[src/sbcs_pkg.sv]
// Package for the shared-bus carrier-sense model: sizes, item structs,
// event table entry type, state and code enums, saturating reach add.
// No dependencies.
package sbcs_pkg;

    localparam int MAX_EVENTS = 16;
    localparam int REACH_BITS = 20;

    localparam int IDX_W      = (MAX_EVENTS > 1) ? $clog2(MAX_EVENTS) : 1;
    localparam int CNT_W      = $clog2(MAX_EVENTS + 1);
    localparam int NODE_W     = 6;
    localparam int NODE_CNT_W = 7;
    localparam int STEP_W     = 16;
    localparam int METER_FX_W = 12;
    // ten meters per node, 8 fraction bits
    localparam logic [METER_FX_W-1:0] METERS_PER_NODE_FX = 12'd2560;
    localparam int CABLE_W    = NODE_CNT_W + METER_FX_W;
    localparam int DIST_W     = NODE_W + METER_FX_W;
    localparam int CMP_W      = (REACH_BITS > CABLE_W) ? REACH_BITS : CABLE_W;
    localparam int SUM_W      = ((REACH_BITS > STEP_W) ? REACH_BITS : STEP_W) + 1;

    localparam logic [NODE_CNT_W-1:0] NODE_COUNT_RST = 7'd4;
    localparam logic [STEP_W-1:0]     REACH_STEP_RST = 16'd512;

    localparam int PADDR_W = 3;
    localparam logic REG_NODE_COUNT = 1'b0;
    localparam logic REG_REACH_STEP = 1'b1;

    typedef enum logic [1:0] {
        KIND_TICK  = 2'd0,
        KIND_TX    = 2'd1,
        KIND_QUERY = 2'd2,
        KIND_NONE  = 2'd3
    } t_kind;

    typedef enum logic [1:0] {
        PH_SENDING = 2'd0,
        PH_LAPSED  = 2'd1,
        PH_ENDED   = 2'd2
    } t_phase;

    typedef enum logic [1:0] {
        ST_IDLE,
        ST_SCAN,
        ST_FINISH
    } t_state;

    typedef struct packed {
        logic [1:0]        kind;
        logic [NODE_W-1:0] node;
    } t_in_item;

    typedef struct packed {
        logic busy_res;
        logic dropped;
    } t_out_item;

    typedef struct packed {
        logic [1:0]            phase;
        logic [NODE_W-1:0]     source;
        logic [REACH_BITS-1:0] on_reach;
        logic [REACH_BITS-1:0] off_reach;
    } t_slot;

    function automatic logic [REACH_BITS-1:0] sat_add(
        input logic [REACH_BITS-1:0] a,
        input logic [STEP_W-1:0]     b
    );
        logic [SUM_W-1:0] s;
        s = SUM_W'(a) + SUM_W'(b);
        if (s[SUM_W-1:REACH_BITS] != '0) begin
            return '1;
        end
        return s[REACH_BITS-1:0];
    endfunction

endpackage

[src/shared_bus_carrier_sense_model_top.sv]
// Top level of the shared-bus carrier-sense model: APB register port,
// event table memory and the per-item scan sequencer. Uses sbcs_pkg.
//
// Each accepted beat (tick, transmit, busy query or none) walks the used part of
// the event table once through a single-port-read memory with a registered
// read port, one slot per cycle, then passes a finish state that waits for
// room in the output register. Where count is the number of live events (up to
// 16 with a full table), used events
// always sit in slots 0..count-1, so a fill count replaces per-slot valid
// bits and no clearing pass is needed after reset. A tick compacts the
// table in place: each kept event is written back at or below the slot
// being read, so a write never hits a slot that is still to be read.
// A result waits in an output register; the next beat is taken meanwhile.
module shared_bus_carrier_sense_model_top
    import sbcs_pkg::*;
(
    input  logic               i_clk,
    input  logic               i_rst_n,
    input  logic               i_in_valid,
    output logic               o_in_ready,
    input  t_in_item           i_in_data,
    output logic               o_out_valid,
    input  logic               i_out_ready,
    output t_out_item          o_out_data,
    input  logic               psel,
    input  logic               penable,
    input  logic               pwrite,
    input  logic [PADDR_W-1:0] paddr,
    input  logic [31:0]        pwdata,
    output logic [31:0]        prdata,
    output logic               pready
);

    t_state                r_state, n_state;
    logic [1:0]            r_kind, n_kind;
    logic [NODE_W-1:0]     r_node, n_node;
    logic [CNT_W-1:0]      r_count, n_count;
    logic [CNT_W-1:0]      r_issue, n_issue;
    logic [CNT_W-1:0]      r_wr_ptr, n_wr_ptr;
    logic                  r_pend, n_pend;
    logic [IDX_W-1:0]      r_pend_idx, n_pend_idx;
    logic                  r_found, n_found;
    logic                  r_busy, n_busy;
    logic                  r_out_valid, n_out_valid;
    t_out_item             r_out_data, n_out_data;
    logic [NODE_CNT_W-1:0] r_node_count;
    logic [STEP_W-1:0]     r_reach_step;

    t_slot                 r_mem [MAX_EVENTS];
    t_slot                 r_rdata;
    logic                  mem_we;
    logic [IDX_W-1:0]      mem_wa;
    t_slot                 mem_wd;
    logic                  mem_re;
    logic [IDX_W-1:0]      mem_ra;

    logic                  cfg_we;
    logic [CABLE_W-1:0]    cable;

    // ---------------- configuration port ----------------
    assign pready = 1'b1;
    assign cfg_we = psel && penable && pwrite;

    always_ff @(posedge i_clk) begin
        if (!i_rst_n) begin
            r_node_count <= NODE_COUNT_RST;
            r_reach_step <= REACH_STEP_RST;
        end else if (cfg_we) begin
            if (paddr[2] == REG_NODE_COUNT) begin
                r_node_count <= pwdata[NODE_CNT_W-1:0];
            end else begin
                r_reach_step <= pwdata[STEP_W-1:0];
            end
        end
    end

    always_comb begin
        if (paddr[2] == REG_REACH_STEP) begin
            prdata = 32'(r_reach_step);
        end else begin
            prdata = 32'(r_node_count);
        end
    end

    assign cable = CABLE_W'(r_node_count) * CABLE_W'(METERS_PER_NODE_FX);

    // ---------------- event table ----------------
    always_ff @(posedge i_clk) begin
        if (mem_we) begin
            r_mem[mem_wa] <= mem_wd;
        end
        if (mem_re) begin
            r_rdata <= r_mem[mem_ra];
        end
    end

    // ---------------- sequencer ----------------
    always_ff @(posedge i_clk) begin
        if (!i_rst_n) begin
            r_state     <= ST_IDLE;
            r_count     <= '0;
            r_issue     <= '0;
            r_wr_ptr    <= '0;
            r_pend      <= 1'b0;
            r_found     <= 1'b0;
            r_busy      <= 1'b0;
            r_out_valid <= 1'b0;
        end else begin
            r_state     <= n_state;
            r_count     <= n_count;
            r_issue     <= n_issue;
            r_wr_ptr    <= n_wr_ptr;
            r_pend      <= n_pend;
            r_found     <= n_found;
            r_busy      <= n_busy;
            r_out_valid <= n_out_valid;
        end
        r_kind     <= n_kind;
        r_node     <= n_node;
        r_pend_idx <= n_pend_idx;
        r_out_data <= n_out_data;
    end

    always_comb begin
        t_slot             upd;
        logic [1:0]        ph;
        logic [NODE_W-1:0] gap;
        logic [DIST_W-1:0] reach_need;
        logic              out_free;

        n_state     = r_state;
        n_kind      = r_kind;
        n_node      = r_node;
        n_count     = r_count;
        n_issue     = r_issue;
        n_wr_ptr    = r_wr_ptr;
        n_pend      = 1'b0;
        n_pend_idx  = r_pend_idx;
        n_found     = r_found;
        n_busy      = r_busy;
        n_out_data  = r_out_data;
        n_out_valid = r_out_valid && !i_out_ready;
        o_in_ready  = 1'b0;
        mem_we      = 1'b0;
        mem_wa      = '0;
        mem_wd      = r_rdata;
        mem_re      = 1'b0;
        mem_ra      = r_issue[IDX_W-1:0];
        out_free    = !r_out_valid || i_out_ready;

        upd = r_rdata;
        ph  = r_rdata.phase;
        unique case (r_rdata.phase)
            PH_LAPSED:  ph = PH_ENDED;
            PH_SENDING: ph = PH_LAPSED;
            default:    ph = r_rdata.phase;
        endcase
        upd.phase    = ph;
        upd.on_reach = sat_add(r_rdata.on_reach, r_reach_step);
        if (ph == PH_ENDED) begin
            upd.off_reach = sat_add(r_rdata.off_reach, r_reach_step);
        end

        gap  = (r_node >= r_rdata.source) ? (r_node - r_rdata.source)
                                          : (r_rdata.source - r_node);
        reach_need = DIST_W'(gap) * DIST_W'(METERS_PER_NODE_FX);

        unique case (r_state)
            ST_IDLE: begin
                o_in_ready = 1'b1;
                if (i_in_valid) begin
                    n_kind   = i_in_data.kind;
                    n_node   = i_in_data.node;
                    n_issue  = '0;
                    n_wr_ptr = '0;
                    n_found  = 1'b0;
                    n_busy   = 1'b0;
                    n_state  = ST_SCAN;
                end
            end
            ST_SCAN: begin
                if (r_issue < r_count) begin
                    mem_re     = 1'b1;
                    n_pend     = 1'b1;
                    n_pend_idx = r_issue[IDX_W-1:0];
                    n_issue    = r_issue + 1'b1;
                end else begin
                    // last read data is consumed in this cycle
                    n_state = ST_FINISH;
                end
                if (r_pend) begin
                    unique case (r_kind)
                        KIND_TICK: begin
                            if (!(CMP_W'(r_rdata.off_reach) > CMP_W'(cable))) begin
                                mem_we   = 1'b1;
                                mem_wa   = r_wr_ptr[IDX_W-1:0];
                                mem_wd   = upd;
                                n_wr_ptr = r_wr_ptr + 1'b1;
                            end
                        end
                        KIND_TX: begin
                            if (!r_found && r_rdata.source == r_node &&
                                r_rdata.phase == PH_LAPSED) begin
                                mem_we       = 1'b1;
                                mem_wa       = r_pend_idx;
                                mem_wd.phase = PH_SENDING;
                                n_found      = 1'b1;
                            end
                        end
                        KIND_QUERY: begin
                            if (CMP_W'(r_rdata.on_reach) >= CMP_W'(reach_need) &&
                                CMP_W'(r_rdata.off_reach) < CMP_W'(reach_need)) begin
                                n_busy = 1'b1;
                            end
                        end
                        default: begin
                        end
                    endcase
                end
            end
            ST_FINISH: begin
                if (out_free) begin
                    n_out_valid         = 1'b1;
                    n_out_data.busy_res = (r_kind == KIND_QUERY) && r_busy;
                    n_out_data.dropped  = 1'b0;
                    n_state             = ST_IDLE;
                    if (r_kind == KIND_TICK) begin
                        n_count = r_wr_ptr;
                    end else if (r_kind == KIND_TX && !r_found) begin
                        if (r_count == CNT_W'(MAX_EVENTS)) begin
                            n_out_data.dropped = 1'b1;
                        end else begin
                            mem_we           = 1'b1;
                            mem_wa           = r_count[IDX_W-1:0];
                            mem_wd.phase     = PH_SENDING;
                            mem_wd.source    = r_node;
                            mem_wd.on_reach  = '0;
                            mem_wd.off_reach = '0;
                            n_count          = r_count + 1'b1;
                        end
                    end
                end
            end
            default: begin
                n_state = ST_IDLE;
            end
        endcase
    end

    assign o_out_valid = r_out_valid;
    assign o_out_data  = r_out_data;

    // ---------------- assertions ----------------
    a_count_bound: assert property (@(posedge i_clk) disable iff (!i_rst_n)
        r_count <= CNT_W'(MAX_EVENTS))
        else $error("event count beyond table size");

    a_compact_behind: assert property (@(posedge i_clk) disable iff (!i_rst_n)
        r_state == ST_SCAN |-> r_wr_ptr <= r_issue)
        else $error("compaction write pointer ahead of read pointer");

    a_pend_in_scan: assert property (@(posedge i_clk) disable iff (!i_rst_n)
        r_pend |-> r_state == ST_SCAN)
        else $error("read data pending outside scan");

    a_count_at_finish: assert property (@(posedge i_clk) disable iff (!i_rst_n)
        r_count != $past(r_count) |-> $past(r_state) == ST_FINISH)
        else $error("event count changed outside finish");

    a_result_from_finish: assert property (@(posedge i_clk) disable iff (!i_rst_n)
        $rose(r_out_valid) |-> $past(r_state) == ST_FINISH)
        else $error("result raised without a finished item");

endmodule

[config.mk]
export PLATFORM = sky130hd
export DESIGN_NAME = shared_bus_carrier_sense_model_top
export DESIGN_NICKNAME = d
export VERILOG_FILES = /design/src/sbcs_pkg.sv /design/src/shared_bus_carrier_sense_model_top.sv
export SDC_FILE = /design/constraint.sdc
export NUM_CORES = 1
export LEC_CHECK = 0
export ABC_AREA = 1
export BUFFER_PORTS_ARGS = -buffer_cell sky130_fd_sc_hd__buf_4
export CAP_MARGIN = 20
export CORE_ASPECT_RATIO = 1.25
export CORE_MARGIN = 2
export CORE_UTILIZATION = 50
export CTS_CLUSTER_SIZE = 14
export DETAILED_ROUTE_END_ITERATION = 16
export PLACE_DENSITY = 0.67
export SLEW_MARGIN = 20
export SYNTH_ARGS = -nofsm -noshare
export SYNTH_HDL_FRONTEND = slang
export SYNTH_SLANG_ARGS = --single-unit
[constraint.sdc]
create_clock -name i_clk -period 6.6 [get_ports i_clk]
set_input_delay 0.99 -clock i_clk [delete_from_list [all_inputs] [get_ports i_clk]]
set_output_delay 0.99 -clock i_clk [all_outputs]
set_load 0.05 [all_outputs]
==> results.py <==
metrics = {
    "status": {
        "status": "completed",
    },
    "route": {
        "totalWireLength_um": 103000,
        "drt-initial-drc-count": 2782,
        "post_drt_wl_per_cell_um": 24.1,
        "vias_per_cell": 6.09,
        "drtAntennaViolNets": 0,
        "drt-pass1-iter-count": 5,
        "vias": 26000,
        "drc": 0,
    },
    "finish": {
        "fill_cells": 6085,
        "stdcell_count": 4259,
        "nNetsFinal": 3368,
        "final_area_um2": 42700,
        "num_antenna_cells": 0,
        "drive_gt1_frac": 0.0996,
        "finalCoreUtilization": 0.561,
        "final_common_cell": "edfxtp_1",
        "synthToLayoutAreaGrowth_pct": 10.9,
        "final_cell_mix": "edfxtp_1 (830), nor2_1 (541), nand2_1 (336), o21ai_0 (276), nand3_1 (131)",
    },
    "sta": {
        "fin_ws_ps": 1320,
        "holdWs_ps": 525,
        "slew-limit-headroom": 0.217,
        "finalSetupViolCount": 0,
        "period_share": 0.800,
        "worst_slew_pin_slew_ps": 1170,
        "hold_viol": 0,
        "period_minus_slack_ps": 5280,
        "fin_skew_ps": 27.2,
        "fmax_ghz": 0.189,
        "rsz0062_at_grt": "false",
        "slew_viol_final": 0,
        "fin_setup_tns_ps": 0,
    },
    "clock_tree": {
        "post-cts-setup-buffer-count": 0,
        "cts_tree": "yes",
        "clkSlewWorstSetupHoldPaths_ps": 60,
        "htreeDepth": 3,
        "clock-sinks": 874,
        "cts-root-buf": "clkbuf_16",
        "cts_buffers": 84,
        "ctsResizeCount": 0,
        "clock_latency_ps": 640,
        "clockBufferDepth": 3,
        "cts_hold_buf": 0,
    },
    "synth": {
        "synth_edf_count": 830,
        "synth.distinct_cells": 59,
        "avgSynthCellArea_um2": 12.1,
        "async_flop_share": 0,
        "synthCells": 3199,
        "yosysWarnings": 0,
        "synth_ff_type": "edfxtp_1",
        "yosysSeqAreaShare": 0.669,
        "ys_ff_latch": 874,
        "syn_area_um2": 38500,
    },
    "placed_design": {
        "dp_cells": 4103,
        "place_hpwl_um": 58600,
        "gp_congestion": 0.947,
        "dpl_cell_area_um2": 40000,
        "portBuffers": 51,
        "dpl_worst_slack_ps": 1430,
    },
    "global_route": {
        "overflow": 0,
        "grt_use_total": 0.258,
        "grt_antenna_before_repair": 2,
        "grt_pass1_vias": 25400,
        "grt_max_degree": 153,
        "grt_pass1_wl_um": 154000,
    },
    "worst_hold_path": {
        "holdPathStages": 1,
        "hold_start": "i_in_data[5]",
        "hold_class": "in -> reg",
        "whs_endpoint": "r_node[5]$_DFFE_PP_",
    },
    "power_and_ir_drop": {
        "p_leak_nw": 14.7,
        "power_density_nw_per_um2": 425,
        "peakVddDrop_uv": 314,
        "p_total_mw": 18.1,
    },
    "critical_path": {
        "critPathMaxFanout": 16,
        "crit_path_end_kind": "register",
        "timing.reg2reg.setup_slack_ps": 1320,
        "timing_worst_setup_path_type": "reg -> reg",
        "critPathLaunchType": "register",
        "reg2regPathDepth": 19,
        "r2r-start": "r_node_count[3]$_SDFFE_PN0P_",
        "required_ps": 6890,
        "cp.arrival_ps": 5560,
        "timing.rr.end": "r_mem[0][2]$_DFFE_PP_",
    },
    "job": {
        "cap_violations": 0,
    },
    "floorplan": {
        "die_y_um": 314,
        "core_area_um2": 76200,
        "ios": 87,
        "num_rows": 113,
        "die_x_um": 252,
        "dieArea_um2": 79300,
        "start_util": 0.506,
    },
}
-- per-layer routing --
metal	global-route usage	part of all wire
met3	0.0301	0.066
met2	0.436	0.49
met5	0	0
met4	0.0884	0.029
met1	0.347	0.41
-- cell usage after synthesis (7+ instances only) --
library cell | n | area share
o221ai_1 | 82 | 0.019
nor3_1 | 14 | 0.0018
inv_1 | 131 | 0.013
nand4_1 | 12 | 0.0019
clkbuf_1 | 113 | 0.011
nor2_1 | 559 | 0.054
inv_2 | 18 | 0.0018
o211ai_1 | 28 | 0.0055
buf_2 | 31 | 0.0040
dfxtp_1 | 44 | 0.023
o21ai_2 | 9 | 0.0020
nand3_2 | 8 | 0.0021
mux2i_1 | 81 | 0.021
a21oi_1 | 79 | 0.010
nand2_2 | 16 | 0.0026
o21ai_0 | 276 | 0.036
xor2_1 | 27 | 0.0061
o22ai_1 | 7 | 0.0011
a21o_1 | 10 | 0.0019
nand2_1 | 336 | 0.033
buf_1 | 12 | 0.0012
edfxtp_1 | 830 | 0.65
o32ai_1 | 111 | 0.025
a31oi_1 | 12 | 0.0019
o21ai_1 | 31 | 0.0040
buf_4 | 25 | 0.0049
ha_1 | 97 | 0.031
nand3_1 | 131 | 0.017
xnor2_1 | 12 | 0.0027
-- worst max-delay path: stages (launching register included) --
cell and delay (ps):
dfxtp_1 340, ha_1 300, ha_1 220, fa_1 470, a31oi_1 270, nor2_1 60, o21ai_0 170, ha_1 270
nand4_1 130, nor2_1 70, o21ai_0 80, nand3_1 110, nand2_2 230, nand2_1 160, nand2_1 100, nand2_1 50
a21oi_1 160, nand3_2 250, nor2_4 930, buf_4 500
-- worst max path at each step --
| stage | from | endpoint |
|---|---|---|
| global route | r_node_count[3]$_SDFFE_PN0P_ | r_mem[0][19]$_DFFE_PP_ |
| floorplan | r_node_count[3]$_SDFFE_PN0P_ | r_mem[10][0]$_DFFE_PP_ |
| global placement | r_node_count[3]$_SDFFE_PN0P_ | r_mem[0][19]$_DFFE_PP_ |
| finish | r_node_count[3]$_SDFFE_PN0P_ | r_mem[0][2]$_DFFE_PP_ |
| CTS | r_node_count[3]$_SDFFE_PN0P_ | r_mem[0][19]$_DFFE_PP_ |
| detailed placement | r_node_count[3]$_SDFFE_PN0P_ | r_mem[0][19]$_DFFE_PP_ |
-- power breakdown --
part / internal (mW) / switching [mW] / total, mW
registers: 7.31 / 0.334 / 7.64
clock network: 2.58 / 2.04 / 4.62
logic: 1.72 / 4.16 / 5.89
total: 11.6 / 6.53 / 18.1
-- layout make-up --
| class | instances | area [um^2] | share of cell area |
|---|---|---|---|
| Tap cell | 977 | 1220 | 0.0286 |
| Clock buffer | 110 | 2260 | 0.0530 |
| Sequential cell | 874 | 25800 | 0.604 |
| Timing Repair Buffer | 97 | 880 | 0.0206 |
| Multi-Input combinational cell | 2004 | 11600 | 0.272 |
| Clock inverter | 43 | 349 | 0.00817 |
| Inverter | 154 | 594 | 0.0139 |
-- kinds of logic after synthesis --
logic type | after synthesis | synth area share
muxes | 81 | 0.0210
and+or+nand+nor | 1095 | 0.117
DFF | 874 | 0.669
adders and majority gates | 103 | 0.0346
AOI/OAI and AO/OA | 667 | 0.112
other | 2 | 0.000195
buffers and inverters | 336 | 0.0364
xor gates and xnor gates | 41 | 0.00970
-- state kept, by name, indices dropped and copies added (netlist names) --
register / count
r_wr_ptr: 5
r_reach_step: 16
r_mem: 768
r_count: 5
r_node: 6
r_found: 1
r_state: 2
o_out_data: 2
r_issue: 5
r_busy: 1
r_pend_idx: 4
r_rdata: 48
r_pend: 1
r_kind: 2
o_out_valid: 1
r_node_count: 7
Note: power is estimated with default switching activity, not from simulation.
